**config.mk**
```make
export PLATFORM = sky130hd
export DESIGN_NAME = point_group_averager_core
export DESIGN_NICKNAME = d
export VERILOG_FILES = /design/src/sv/pga_pkg.sv /design/src/sv/point_group_averager_core.sv /design/src/sv/pga_divider.sv /design/src/sv/pga_datapath.sv /design/src/sv/pga_ctrl.sv
export SDC_FILE = /design/constraint.sdc
export NUM_CORES = 1
export LEC_CHECK = 0
export ABC_AREA = 1
export BUFFER_PORTS_ARGS = -buffer_cell sky130_fd_sc_hd__buf_2
export CORE_MARGIN = 4
export CORE_UTILIZATION = 60
export DETAILED_ROUTE_END_ITERATION = 8
export PLACE_DENSITY = 0.8
export SYNTH_ARGS = -nofsm -noshare
export SYNTH_HDL_FRONTEND = slang
export SYNTH_SLANG_ARGS = --single-unit
export TNS_END_PERCENT = 1
```
**constraint.sdc**
```tcl
create_clock -name aclk -period 6.4 [get_ports aclk]
set_clock_uncertainty 0.15 [all_clocks]
set_input_delay 1.28 -clock aclk [delete_from_list [all_inputs] [get_ports aclk]]
set_output_delay 1.28 -clock aclk [all_outputs]
set_load 0.01 [all_outputs]
```
**src/sv/pga_pkg.sv**
```systemverilog
// shared types and constants of the point group averager
`default_nettype none

package pga_pkg;

    localparam int unsigned GS_W = 8;
    localparam logic [GS_W-1:0] GROUP_SIZE_RESET = 8'd4;

    // commands from the controller to the datapath
    typedef struct packed {
        logic accept;
        logic div_start;
        logic div_step;
        logic load_out;
    } pga_cmd_t;

    // status from the datapath to the controller
    typedef struct packed {
        logic emit;
        logic out_free;
    } pga_sts_t;

endpackage

`default_nettype wire

```
**src/sv/point_group_averager_core.sv**
```systemverilog
// Point group averager: sums contour points and emits one averaged point per group.
//
// Input channel s_*: one word is a point (s_point_x, s_point_y) and s_last_point,
// which marks the end of a contour. Result channel m_*: the truncated average
// (m_avg_x, m_avg_y) and m_points_averaged, the number of points behind it.
// Configuration channel cfg_*: cfg_wdata sets the group size; write it only
// while the block is idle. Zero acts as one.
// A point that completes no group leaves s_ready high.
// A point that completes a group, or ends a contour with a remainder larger
// than half a group, starts two COORD_BITS-step dividers, one quotient bit per
// cycle: the result word is loaded into the result register after the last step,
// and s_ready is low meanwhile. The divider length sets the rate.
// The result register holds one word; if it is still unread when the next
// divide finishes, the block waits with s_ready low until m_ready takes it.
// A shorter remainder is dropped at the last point; the group clears either way.
// Reset (aresetn low, synchronous) empties the sums and the result register and
// sets the group size to 4.
`default_nettype none

module point_group_averager_core #(
    parameter int unsigned COORD_BITS = 12
) (
    input  wire logic                      aclk,
    input  wire logic                      aresetn,
    input  wire logic                      cfg_valid,
    output logic                           cfg_ready,
    input  wire logic [pga_pkg::GS_W-1:0]  cfg_wdata,
    input  wire logic                      s_valid,
    output logic                           s_ready,
    input  wire logic [COORD_BITS-1:0]     s_point_x,
    input  wire logic [COORD_BITS-1:0]     s_point_y,
    input  wire logic                      s_last_point,
    output logic                           m_valid,
    input  wire logic                      m_ready,
    output logic      [COORD_BITS-1:0]     m_avg_x,
    output logic      [COORD_BITS-1:0]     m_avg_y,
    output logic      [pga_pkg::GS_W-1:0]  m_points_averaged
);

    pga_pkg::pga_cmd_t cmd;
    pga_pkg::pga_sts_t sts;

    assign cfg_ready = 1'b1;

    pga_ctrl #(
        .COORD_BITS (COORD_BITS)
    ) u_ctrl (
        .aclk    (aclk),
        .aresetn (aresetn),
        .s_valid (s_valid),
        .s_ready (s_ready),
        .sts     (sts),
        .cmd     (cmd)
    );

    pga_datapath #(
        .COORD_BITS (COORD_BITS)
    ) u_datapath (
        .aclk              (aclk),
        .aresetn           (aresetn),
        .cmd               (cmd),
        .sts               (sts),
        .cfg_valid         (cfg_valid),
        .cfg_ready         (cfg_ready),
        .cfg_wdata         (cfg_wdata),
        .s_point_x         (s_point_x),
        .s_point_y         (s_point_y),
        .s_last_point      (s_last_point),
        .m_valid           (m_valid),
        .m_ready           (m_ready),
        .m_avg_x           (m_avg_x),
        .m_avg_y           (m_avg_y),
        .m_points_averaged (m_points_averaged)
    );

endmodule

`default_nettype wire

```
**src/sv/pga_divider.sv**
```systemverilog
// restoring divider, one quotient bit per step, for a sum over an 8-bit count
`default_nettype none

module pga_divider #(
    parameter int unsigned COORD_BITS = 12
) (
    input  wire logic                         aclk,
    input  wire logic                         load,
    input  wire logic                         step,
    input  wire logic [COORD_BITS+7:0]        dividend,
    input  wire logic [pga_pkg::GS_W-1:0]     divisor,
    output logic      [COORD_BITS-1:0]        quotient
);

    localparam int unsigned GW = pga_pkg::GS_W;

    logic [GW-1:0]         rem_reg, rem_next;
    logic [COORD_BITS-1:0] dvd_reg, dvd_next;
    logic [GW-1:0]         div_reg, div_next;
    logic [GW:0]           trial;
    logic [GW:0]           diff;
    logic                  qbit;

    // remainder stays below the divisor since the quotient fits in COORD_BITS
    always_comb begin
        trial    = {rem_reg, dvd_reg[COORD_BITS-1]};
        diff     = trial - {1'b0, div_reg};
        // trial is below twice the divisor, so the top bit of diff is the borrow
        qbit     = !diff[GW];
        rem_next = rem_reg;
        dvd_next = dvd_reg;
        div_next = div_reg;
        if (load) begin
            rem_next = dividend[COORD_BITS+GW-1:COORD_BITS];
            dvd_next = dividend[COORD_BITS-1:0];
            div_next = divisor;
        end else if (step) begin
            rem_next = qbit ? diff[GW-1:0] : trial[GW-1:0];
            dvd_next = {dvd_reg[COORD_BITS-2:0], qbit};
        end
    end

    always_ff @(posedge aclk) begin
        rem_reg <= rem_next;
        dvd_reg <= dvd_next;
        div_reg <= div_next;
    end

    assign quotient = dvd_reg;

endmodule

`default_nettype wire

```
**src/sv/pga_datapath.sv**
```systemverilog
// sums, point count, group size register, dividers and result register
`default_nettype none

module pga_datapath #(
    parameter int unsigned COORD_BITS = 12
) (
    input  wire logic                        aclk,
    input  wire logic                        aresetn,
    input  wire pga_pkg::pga_cmd_t           cmd,
    output pga_pkg::pga_sts_t                sts,
    input  wire logic                        cfg_valid,
    input  wire logic                        cfg_ready,
    input  wire logic [pga_pkg::GS_W-1:0]    cfg_wdata,
    input  wire logic [COORD_BITS-1:0]       s_point_x,
    input  wire logic [COORD_BITS-1:0]       s_point_y,
    input  wire logic                        s_last_point,
    output logic                             m_valid,
    input  wire logic                        m_ready,
    output logic      [COORD_BITS-1:0]       m_avg_x,
    output logic      [COORD_BITS-1:0]       m_avg_y,
    output logic      [pga_pkg::GS_W-1:0]    m_points_averaged
);

    localparam int unsigned GW    = pga_pkg::GS_W;
    localparam int unsigned SUM_W = COORD_BITS + GW;

    logic [GW-1:0]         gs_reg, gs_next;
    logic [SUM_W-1:0]      sum_x_reg, sum_x_next;
    logic [SUM_W-1:0]      sum_y_reg, sum_y_next;
    logic [GW-1:0]         cnt_reg, cnt_next;
    logic [GW-1:0]         n_reg, n_next;
    logic                  m_valid_reg, m_valid_next;
    logic [COORD_BITS-1:0] avg_x_reg, avg_y_reg;
    logic [GW-1:0]         pts_reg;

    logic [SUM_W-1:0]      add_x, add_y;
    logic [GW-1:0]         cnt_inc;
    logic [GW-1:0]         gs_eff;
    logic                  emit;
    logic [COORD_BITS-1:0] quo_x, quo_y;

    // group size zero behaves as one
    always_comb begin
        gs_eff  = (gs_reg == '0) ? GW'(1) : gs_reg;
        add_x   = sum_x_reg + SUM_W'(s_point_x);
        add_y   = sum_y_reg + SUM_W'(s_point_y);
        cnt_inc = cnt_reg + GW'(1);
        emit    = (cnt_inc != '0) &&
                  ((cnt_inc >= gs_eff) || (s_last_point && (cnt_inc > (gs_eff >> 1))));
    end

    assign sts.emit     = emit;
    assign sts.out_free = !m_valid_reg || m_ready;

    always_comb begin
        gs_next    = gs_reg;
        sum_x_next = sum_x_reg;
        sum_y_next = sum_y_reg;
        cnt_next   = cnt_reg;
        n_next     = n_reg;
        if (cfg_valid && cfg_ready) begin
            gs_next = cfg_wdata;
        end
        if (cmd.accept) begin
            if (emit || s_last_point) begin
                sum_x_next = '0;
                sum_y_next = '0;
                cnt_next   = '0;
            end else begin
                sum_x_next = add_x;
                sum_y_next = add_y;
                cnt_next   = cnt_inc;
            end
        end
        if (cmd.div_start) begin
            n_next = cnt_inc;
        end
    end

    always_comb begin
        m_valid_next = m_valid_reg;
        if (cmd.load_out) begin
            m_valid_next = 1'b1;
        end else if (m_ready) begin
            m_valid_next = 1'b0;
        end
    end

    always_ff @(posedge aclk) begin
        if (!aresetn) begin
            gs_reg      <= pga_pkg::GROUP_SIZE_RESET;
            sum_x_reg   <= '0;
            sum_y_reg   <= '0;
            cnt_reg     <= '0;
            m_valid_reg <= 1'b0;
        end else begin
            gs_reg      <= gs_next;
            sum_x_reg   <= sum_x_next;
            sum_y_reg   <= sum_y_next;
            cnt_reg     <= cnt_next;
            m_valid_reg <= m_valid_next;
        end
    end

    always_ff @(posedge aclk) begin
        n_reg <= n_next;
        if (cmd.load_out) begin
            avg_x_reg <= quo_x;
            avg_y_reg <= quo_y;
            pts_reg   <= n_reg;
        end
    end

    pga_divider #(
        .COORD_BITS (COORD_BITS)
    ) u_div_x (
        .aclk     (aclk),
        .load     (cmd.div_start),
        .step     (cmd.div_step),
        .dividend (add_x),
        .divisor  (cnt_inc),
        .quotient (quo_x)
    );

    pga_divider #(
        .COORD_BITS (COORD_BITS)
    ) u_div_y (
        .aclk     (aclk),
        .load     (cmd.div_start),
        .step     (cmd.div_step),
        .dividend (add_y),
        .divisor  (cnt_inc),
        .quotient (quo_y)
    );

    assign m_valid           = m_valid_reg;
    assign m_avg_x           = avg_x_reg;
    assign m_avg_y           = avg_y_reg;
    assign m_points_averaged = pts_reg;

`ifndef ASSERT_OFF
    // the last point of a contour always leaves an empty group
    a_last_clears: assert property (@(posedge aclk) disable iff (!aresetn)
        cmd.accept && s_last_point |=> cnt_reg == '0)
        else $error("group not cleared after last point");

    // a full count of 255 is always emitted, never held
    a_cnt_bound: assert property (@(posedge aclk) disable iff (!aresetn)
        cnt_reg != '1)
        else $error("point count reached its limit");

    a_pts_nonzero: assert property (@(posedge aclk) disable iff (!aresetn)
        m_valid_reg |-> pts_reg != '0)
        else $error("result word averages zero points");
`endif

endmodule

`default_nettype wire

```
**src/sv/pga_ctrl.sv**
```systemverilog
// controller: accepts points, sequences the divide, hands off the result
`default_nettype none

module pga_ctrl #(
    parameter int unsigned COORD_BITS = 12
) (
    input  wire logic              aclk,
    input  wire logic              aresetn,
    input  wire logic              s_valid,
    output logic                   s_ready,
    input  wire pga_pkg::pga_sts_t sts,
    output pga_pkg::pga_cmd_t      cmd
);

    localparam int unsigned STEP_W = $clog2(COORD_BITS);
    localparam logic [STEP_W-1:0] STEP_LAST = STEP_W'(COORD_BITS - 1);

    typedef enum logic [2:0] {
        S_IDLE = 3'b001,
        S_DIV  = 3'b010,
        S_DONE = 3'b100
    } state_t;

    state_t            state_reg, state_next;
    logic [STEP_W-1:0] step_reg, step_next;

    always_comb begin
        state_next    = state_reg;
        step_next     = step_reg;
        s_ready       = 1'b0;
        cmd.accept    = 1'b0;
        cmd.div_start = 1'b0;
        cmd.div_step  = 1'b0;
        cmd.load_out  = 1'b0;
        case (state_reg)
            S_IDLE: begin
                s_ready    = 1'b1;
                cmd.accept = s_valid;
                if (s_valid && sts.emit) begin
                    cmd.div_start = 1'b1;
                    step_next     = STEP_LAST;
                    state_next    = S_DIV;
                end
            end
            S_DIV: begin
                cmd.div_step = 1'b1;
                step_next    = step_reg - STEP_W'(1);
                if (step_reg == '0) begin
                    state_next = S_DONE;
                end
            end
            S_DONE: begin
                // wait here while the previous result word is still held
                if (sts.out_free) begin
                    cmd.load_out = 1'b1;
                    state_next   = S_IDLE;
                end
            end
            default: begin
                state_next = S_IDLE;
            end
        endcase
    end

    always_ff @(posedge aclk) begin
        if (!aresetn) begin
            state_reg <= S_IDLE;
            step_reg  <= '0;
        end else begin
            state_reg <= state_next;
            step_reg  <= step_next;
        end
    end

`ifndef ASSERT_OFF
    a_emit_divides: assert property (@(posedge aclk) disable iff (!aresetn)
        cmd.accept && sts.emit |=> state_reg == S_DIV)
        else $error("emitting word did not start a divide");

    a_div_ends: assert property (@(posedge aclk) disable iff (!aresetn)
        state_reg == S_DIV && step_reg == '0 |=> state_reg == S_DONE)
        else $error("divide did not finish after its last step");

    a_load_free: assert property (@(posedge aclk) disable iff (!aresetn)
        cmd.load_out |-> sts.out_free)
        else $error("result register overwritten while held");
`endif

endmodule

`default_nettype wire

```
Word-level counts from Yosys, hierarchy flattened
Cells that the tools add are included.
{"block": "word_totals", "ff_bits": 144, "input_bits": 38}
{"block": "op_classes", "eq_ne": 6, "n_addsub": 6, "muxes": 28, "n_reduce_logical": 17, "order_cmp": 2}
{"cell": "8-bit 2-to-1 mux", "count": 8}
{"cell": "12-bit 2-to-1 mux", "count": 4}
{"cell": "20-bit by 12-bit adder with 20-bit output", "count": 2}
{"cell": "20-bit 2-to-1 mux", "count": 2}
{"cell": "9-bit by 8-bit subtractor with 9-bit output", "count": 2}
{"cell": "3-bit 2-to-1 mux", "count": 3}
{"cell": "3-bit one-hot mux with 3 select lines", "count": 1}
{"cell": "8-bit by 1-bit adder with 8-bit output (second input constant)", "count": 1}
{"cell": "8-bit >= comparator", "count": 1}
{"cell": "8-bit by 7-bit > comparator with 1-bit output", "count": 1}
{"cell": "8-bit zero test", "count": 1}
{"cell": "4-bit one-hot mux with 2 select lines", "count": 1}
{"cell": "8-bit nonzero test", "count": 1}
{"cell": "1-bit 2-to-1 mux", "count": 7}
{"cell": "2-bit nonzero test", "count": 3}
{"cell": "4-bit zero test", "count": 1}
{"cell": "4-bit 2-to-1 mux", "count": 1}
{"cell": "2-bit by 1-bit inequality test with 1-bit output (second input constant)", "count": 2}
{"cell": "4-bit by 1-bit subtractor with 4-bit output (second input constant)", "count": 1}
{"cell": "3-bit by 1-bit == test with 1-bit output (second input constant)", "count": 1}
{"cell": "3-bit by 2-bit == test with 1-bit output (second input constant)", "count": 1}
{"cell": "3-bit == test (second input constant)", "count": 1}
{"cell": "1-bit logical AND", "count": 3}
{"cell": "1-bit zero test", "count": 3}
{"cell": "other kinds (5)", "count": 7}

Depth between registers and ports, before layout
Gate-level depths: netlist (run 1).
{"block": "logic_depth", "word_depth": 10, "ltp_mapped": 22, "mapped_depth_nobuf": 22}

Modules after synthesis
A second synthesis (run 1) with hierarchy kept.
{"block": "hier_totals", "cells_unflattened": 1326, "area_unflattened_um2": 9995.8}
{"module": "pga_datapath", "instances": 1, "seq_area_each_um2": 2342.2, "cells_each": 840, "area_per_inst_um2": 6070.8}
{"module": "pga_divider (u_datapath.u_div_x)", "instances": 1, "seq_area_each_um2": 840.8, "cells_each": 209, "area_per_inst_um2": 1747.9}
{"module": "pga_divider (u_datapath.u_div_y)", "instances": 1, "seq_area_each_um2": 840.8, "cells_each": 209, "area_per_inst_um2": 1734.2}
{"module": "pga_ctrl", "instances": 1, "seq_area_each_um2": 140.1, "cells_each": 66, "area_per_inst_um2": 431.7}
{"module": "point_group_averager_core", "instances": 1, "seq_area_each_um2": 0.0, "cells_each": 2, "area_per_inst_um2": 11.3}

Least setup slack after synthesis (run 1)
Ideal clock, no wire load.
{"block": "synth_timing", "path_kind": "register to register", "start": "register u_datapath.cnt_reg[0]", "end": "register u_ctrl.step_reg[2]", "period_less_slack_ps": 3514, "path_slack_ps": 2886, "path_stages_with_launch": 22, "required_time_ps": 6118, "arrival_time_ps": 3232, "path_cell_list": "dfxtp_1 -> ha_1 -> nand2_1 -> nor2_2 -> xnor2_1 -> inv_1 -> ha_1 -> nand2_1 -> nor2_1 -> nand2_1 -> nand3_1 -> nand2_1 -> nand2_1 -> nand2_1 -> nand2_1 -> nand2_1 -> nand2_1 -> nand3_1 -> nand2_1 -> inv_1 -> nand2_1 -> a21oi_1"}
{"block": "synth_via", "elab_chain_len": 8}
{"item": "start: declaration", "line": "pga_datapath.sv:30", "rtl": "logic [GW-1:0] cnt_reg, cnt_next;"}
{"item": "start signal: assignment", "line": "pga_datapath.sv:100", "rtl": "cnt_reg <= cnt_next;"}
{"item": "8-bit by 1-bit adder with 8-bit output (*)", "line": "pga_datapath.sv:47", "rtl": "cnt_inc = cnt_reg + GW'(1);"}
{"item": "named net u_datapath.cnt_inc[4]", "line": "pga_datapath.sv:37", "rtl": "logic [GW-1:0] cnt_inc;"}
{"item": "8-bit by 7-bit > comparator with 1-bit output", "line": "pga_datapath.sv:49", "rtl": "((cnt_inc >= gs_eff) || (s_last_point && (cnt_inc > (gs_eff >> 1))));"}
{"item": "1-bit logical AND", "line": "pga_datapath.sv:49"}
{"item": "1-bit logical OR", "line": "pga_datapath.sv:49"}
{"item": "1-bit logical AND (*)", "line": "pga_datapath.sv:48", "rtl": "emit = (cnt_inc != '0) &&"}
{"item": "1-bit logical AND (*)", "line": "pga_ctrl.sv:39", "rtl": "if (s_valid && sts.emit) begin"}
{"item": "2-bit by 1-bit inequality test with 1-bit output (no line) (*)"}
{"item": "2-bit AND reduction (no line) (*)"}
{"item": "end signal: assignment", "line": "pga_ctrl.sv:71", "rtl": "step_reg <= step_next;"}
{"item": "end: declaration", "line": "pga_ctrl.sv:25", "rtl": "logic [STEP_W-1:0] step_reg, step_next;"}
Mark *: on every way through the listed nets, which the timed path passes. The rest lies on a longest branch.
A chain may end at the register's enable or synchronous reset.

Final worst setup path (run 1)
Same ends and word-level chain as after synthesis.

==> results of run 1 <==
==> where the power goes <==
| group | internal (mW) | total (mW) | leakage (nW) | switching [mW] |
|---|---|---|---|---|
| combinational | 0.106 | 0.305 | 2.33 | 0.200 |
| sequential | 1.01 | 1.03 | 1.25 | 0.0191 |
| clock | 0.540 | 0.947 | 0.262 | 0.407 |
| total | 1.66 | 2.28 | 3.84 | 0.626 |
==> worst paths after layout <==
kind                              startpoint                endpoint  slack (ns)  cells past startpoint
max                    u_datapath.cnt_reg[0]      u_ctrl.step_reg[2]        1.80                     21
min          u_datapath.u_div_y.quotient[10]  u_datapath.m_avg_y[10]        0.31                      0
max reg2reg            u_datapath.cnt_reg[0]      u_ctrl.step_reg[2]        1.80                     21
min reg2reg  u_datapath.u_div_y.quotient[10]  u_datapath.m_avg_y[10]        0.31                      0
==> kinds of logic after synthesis <==
| logic type | Yosys count | synth area share, % |
|---|---|---|
| buffers and inverters | 104 | 5.27 |
| XOR/XNOR | 53 | 5.95 |
| adder cells (fa/ha/maj) | 62 | 10.2 |
| AND/OR/NAND/NOR | 394 | 19.8 |
| flip-flops | 144 | 46.4 |
| AO/OA/AOI/OAI | 181 | 12.3 |
| other | 1 | 0.0473 |
==> cell type report <==
| class | instances | area [sq um] |
|---|---|---|
| repair buffers | 76 | 393 |
| flip-flops and latches | 144 | 3680 |
| multi-input cells | 691 | 3850 |
| fillers | 1008 | 3790 |
| clock inverters | 14 | 133 |
| inverters | 75 | 282 |
| well taps | 172 | 215 |
| clock buffers | 18 | 429 |
==> metrics by stage <==
stage / hold slack (ns) / worst slack, ns / cell area [sq um] / util, %
floorplan: 0.276 / 2.89 / 7930 / -
global placement: 0.293 / 1.98 / 8420 / 65.9
detailed placement: 0.291 / 1.82 / 8420 / 65.9
CTS: 0.307 / 1.80 / 8980 / 70.3
global route: 0.314 / 1.35 / 8980 / 70.3
finish: 0.306 / 1.80 / 8980 / 70.3
==> layout by cell type, fill, tap and decap left out, types with 4 or more instances in the layout <==
cell type   instances
xor2_1             35
clkinvlp_4          5
nor2_1             46
nand4_1             7
a21oi_1           103
clkbuf_16          17
buf_4               5
a21o_1              4
nand3_1            35
o21a_1              4
o21ai_0            50
nor3_1              4
inv_6               4
fa_1                4
nand2_1           290
edfxtp_1           80
inv_1              74
ha_1               58
xnor2_1            17
dfxtp_1            64
buf_2              71
o211ai_1            9
==> layer usage <==
layer,wire (microns),part of all wire (%),vias to the layer above
met5,0,0,-
met3,1100,6.3,25
met1,8320,48,3044
met2,7760,45,198
li1,-,-,3287
met4,250,1.4,0
==> impl_results.md, run 1 <==
* Gpl congestion at between 0.8 and 0.9
* Overall Power at about 2.3 mW
* Latest clock arrival within the worst-skew pair at approximately 0.43 ns
* Final period util at between 70% and 80%
* Vias in the first global route at 6,021
* Final Non-Filler Cells at approximately 1.2k
* Tot GR Track Use at 24.1%
* H-tree Lvls at 4
* Top cell by count, worst path: nand2_1
* Min Tclk post-route at 4.60 ns
* Crit path capture type: flop
* Via count at 6,554
* Worst slew margin at 33.8%
* Share of the synthesized area in the top cell type at 30.3%
* Port bufs at 71
* Starting Density at between 60 and 70%
* Max incr delay on CP at 0.74 ns
* Clk pin slew, worst setup/hold paths at roughly 0.060 ns
* Post-Syn Area at 7930 sq um
* GRT Residual Overflow at 0
* Core region area at 12,800 sq um
* GR Util met3 at 4.89%
* Count leader, synth: nand2_1
* Largest net degree at the start of global routing at 52
* Ys async rst share at 0%
* P_leak at 3.84 nW
* CTS Buffer Depth at 2
* Die area at between 15,000 and 20,000 sq um
* Number of synthesized flops with an enable pin at 80
* PwrDens at 254 nW/um^2
* Share of layout cells above drive strength 1 at ~11%
* Row cnt at a little over 40
* Max-slew violations at 0
* Initial DRC count at approximately 640
* Hold Crit Class: reg -> reg
* Syn Area/Cell at between 8 and 9 sq um
* Post-CTS Hold Fix Bufs at 0
* 1st-pass router iterations at 5
* Die W at ~120 microns
* Post-cts sizing count at 0
* IO Pins at 73
* CTS tree: done
* Critical-path cell list: inv_1 -> nor2_2 -> nand3_1 -> xor2_1 -> ha_1 -> nand2_1 -> nor2_1 -> nand2_1 -> nand3_1 -> nand2_1 -> nand2_1 -> nand2_1 -> nand2_1 -> nand2_1 -> nand2_1 -> nand3_1 -> buf_4 -> nand2_2 -> inv_1 -> nand2_1 -> a21oi_1
* Routing usage on met1 at 36.1%
* Final nets at ~1.1k
* Post-synth top cells: 291 x nand2_1, 103 x a21oi_1, 80 x edfxtp_1, 74 x inv_1, 64 x dfxtp_1
* Critical path buffer and inverter count at 3
* Die Ht at around 120 microns
* CP max FO at 42
* Antenna violations before repair at 0
* Syn_nets at roughly 1.0k
* Max Fclk at about 220 MHz
* Final setup violation count at 0
* Clock sinks at 144
* Synth Instances at 939
* Worst Path Arrival at between 4 and 5 ns
* Hpwl dp at approximately 12,000 microns
* Synth top area cells: edfxtp_1 30%, dfxtp_1 16%, nand2_1 14%, ha_1 9.2%, a21oi_1 6.5%
* Synth Flop Type: edfxtp_1
* Vias per cell at about 5.5
* Setup repair bufs after CTS at 0
* First-pass GRT wire length at around 29,000 microns
* Crit-path slowest cell: nand2_2
* Total negative slack at 0 ns
* Wire per inst at roughly 15 microns
* M2 GR Usage at around a third
* #FFs+latches synth at roughly 140
* Yosys warnings at 0
* # DRC at 0
* Worst VDD drop at 0.176 mV
* Worst endpoint required time at around 6.5 ns
* Final WL at between 15,000 and 20,000 microns
* CP Class: reg -> reg
* Clk root buf: clkbuf_16
* Seq/Total Area, Yosys at 46.4%
* Number of inserted diodes at 0
* Synth unique cells at 37
* Busiest layer in global routing: met1
* Critical path's top delay family: simple AND/OR/NAND/NOR gates
* Final Hold Vio Count at 0
* CP startpoint kind: flop
* Max cap viols at 0
* Placed Instances at 1,158
* Area delta synth->final at 13.3%
* RSZ-0062 raised after global routing: false
* Status: finished, final reports clean
* Inserted Clock Buffers at 17
* Worst Max-Slew Pin Slew at about 1 ns
* Yosys top cell by area: edfxtp_1
* Routed Antenna Nets at 0
Power figures use the tool's default switching activity.
==> run 2, diff against run 1 <==
- CORE_UTILIZATION: 60 -> 54
- PLACE_DENSITY: 0.8 -> 0.76
- clock period: 6.4 -> 4.05 ns (I/O delays scaled with it)
==> run 2 against run 1 <==
Critical path depth is 1 lower. Core utilization is 7.8 points lower. Design area is 0.81% higher. Critical path type unchanged. Critical endpoint is now u_ctrl.step_reg[1]. Largest cell class unchanged.
==> impl_results.md, run 2 (synthesis results as in run 1) <==
* Worst endpoint required time at 4.21 ns (-2.32 ns)
* Crit-path slowest cell: dfxtp_1
* Die W at 129 microns (+5.1%)
* Source of the worst hold timing path: u_datapath.u_div_y.quotient[7]
* Top cell by count, worst path: nand2_1
* Max cap viols at 0 (unchanged)
* Wire per inst at 14.6 microns (-0.49%)
* CTS tree: done
* P_leak at 3.87 nW (+0.73%)
* Core region area at 14,500 sq um (+13%)
* Worst setup path startpoint: u_datapath.cnt_reg[0]
* Worst Path Arrival at 3.55 ns (-1.18 ns)
* Min Tclk post-route at 3.39 ns (-1.21 ns)
* Vias per cell at 5.34 (-3.1%)
* Latest clock arrival within the worst-skew pair at 0.42 ns (about the same)
* Final Hold Vio Count at 0 (unchanged)
* Inserted Clock Buffers at 17 (unchanged)
* GRT Residual Overflow at 0 (unchanged)
* CP max FO at 42 (unchanged)
* CTS Buffer Depth at 2 (unchanged)
* Placed Instances at 1,172 (+1.2%)
* Placed cell area at 8490 sq um (+0.80%)
* Max-slew violations at 0 (unchanged)
* Die area at 16,700 sq um (+10%)
* Clk root buf: clkbuf_16
* Hold Crit Class: reg -> reg
* Fill cells at 1,221 (+21%)
* Initial DRC count at 539 (-16%)
* Row cnt at 44 (+7.3%)
* Critical-path cell list: ha_1 -> nand2_1 -> nor2_2 -> nand3_1 -> xor2_1 -> ha_1 -> nand2_1 -> nor2_1 -> nand2_1 -> o211ai_1 -> nor2_1 -> nand2_1 -> nand3_1 -> buf_4 -> nand2_2 -> buf_12 -> inv_1 -> nand2_1 -> nand3_1 -> inv_1
* Post-cts sizing count at 0 (unchanged)
* Largest net degree at the start of global routing at 52 (unchanged)
* # DRC at 0 (unchanged)
* Critical path buffer and inverter count at 4 (+1)
* Worst R2R Start: u_datapath.cnt_reg[0]
* Worst Max-Slew Pin Slew at 1.02 ns (+0.0261 ns)
* Final Non-Filler Cells at 1,204 (+1.2%)
* Vias in the first global route at 6,107 (+1.4%)
* Gpl congestion at 0.895 (+1.4%)
* CP startpoint kind: flop
* Setup ws final at 0.660 ns (-1.14 ns)
* First-pass GRT wire length at 29,200 microns (+1.8%)
* Antenna violations before repair at 0 (unchanged)
* Final setup violation count at 0 (unchanged)
* Most frequent cells in the layout: 290 x nand2_1, 103 x a21oi_1, 80 x edfxtp_1, 74 x inv_1, 71 x buf_2
* CP Class: reg -> reg
* Max Fclk at 295 MHz (+36%)
* Max incr delay on CP at 0.41 ns (-0.33 ns)
* Fin area at 9050 sq um (+0.81%)
* 1st-pass router iterations at 6 (+1)
* Post-CTS Hold Fix Bufs at 0 (unchanged)
* Setup repair bufs after CTS at 0 (unchanged)
* Die Ht at 129 microns (+5.1%)
* Via count at 6,425 (-2.0%)
* Critical path's top delay family: simple AND/OR/NAND/NOR gates
* Final period util at 83.7% (+12 points)
* Port bufs at 71 (unchanged)
* Clock sinks at 144 (unchanged)
* Status: finished, final reports clean
* Worst slew margin at 32.1% (-1.7 points)
* Total negative slack at 0 ns (unchanged)
* Clk pin slew, worst setup/hold paths at 0.06 ns (about the same)
* Commonest non-fill, non-tap cell in the layout: nand2_1
* Tot GR Track Use at 21.9% (-2.2 points)
* Worst VDD drop at 0.274 mV (+56%)
* Crit path capture type: flop
* Starting Density at 54.8% (-7.3 points)
* Share of layout cells above drive strength 1 at 11.4% (+0.076 points)
* RSZ-0062 raised after global routing: false
* Final nets at 1,107 (+0.18%)
* Number of inserted diodes at 0 (unchanged)
* Dpl ws at 0.675 ns (-1.15 ns)
* PwrDens at 399 nW/um^2 (+57%)
* Routed Antenna Nets at 0 (unchanged)
* H-tree Lvls at 4 (unchanged)
* Hpwl dp at 12,500 microns (+2.1%)
* Final WL at 17,600 microns (+0.68%)
* Area delta synth->final at 14.2%
* IO Pins at 73 (unchanged)
==> run 2: cell types whose count changed in the layout (fill, tap and decap cells not counted) <==
cell / previous run / this run
inv_6: 4 / 2
clkinv_4: 1 / 3
clkinvlp_4: 5 / 3
buf_4: 5 / 4
buf_12: 0 / 3
inv_8: 1 / 0
clkbuf_8: 0 / 2
clkinv_1: 1 / 2
==> run 2: power by group <==
group	internal, mW	leakage, nW	total, mW	switching [mW]
Sequential	1.60	1.25	1.63	0.0298
Combinational	0.174	2.35	0.493	0.318
Clock	0.879	0.270	1.49	0.607
Total	2.65	3.87	3.61	0.956
==> run 2: cell type report <==
cell class	count	area, sq um	area share (%)
multi-input combinational	691	3850	42.5
sequential	144	3680	40.7
clock buffer	20	457	5.04
timing repair buffer	78	445	4.92
inverter	75	282	3.11
tap	184	230	2.54
clock inverter	12	110	1.22
==> run 2: per-layer routing <==
layer / GRT usage (%) / wire, microns / up-vias
met2: 33.3 / 7780 / 179
met5: 0 / 0 / -
li1: - / - / 3286
met1: 31.4 / 8300 / 2927
met4: 7.47 / 323 / 0
met3: 4.58 / 1150 / 33
==> run 2: per-stage QoR <==
step | util, % | total power, mW | hold WS (ns)
2_1_floorplan | - | 2.01 | 0.276
6_report | 62.5 | 3.61 | 0.294
3_5_place_dp | 58.6 | 2.14 | 0.285
5_1_grt | 62.5 | 3.77 | 0.318
3_3_place_gp | 58.6 | 2.13 | 0.290
4_1_cts | 62.5 | 3.63 | 0.295
==> run 2: worst paths after layout <==
path / endpoint / slack [ns] / cells after the start
worst max-delay path: u_ctrl.step_reg[1] / 0.66 / 20
worst max register to register: u_ctrl.step_reg[1] / 0.66 / 20
worst min-delay path: u_datapath.m_avg_y[7] / 0.29 / 0
worst min register to register: u_datapath.m_avg_y[7] / 0.29 / 0
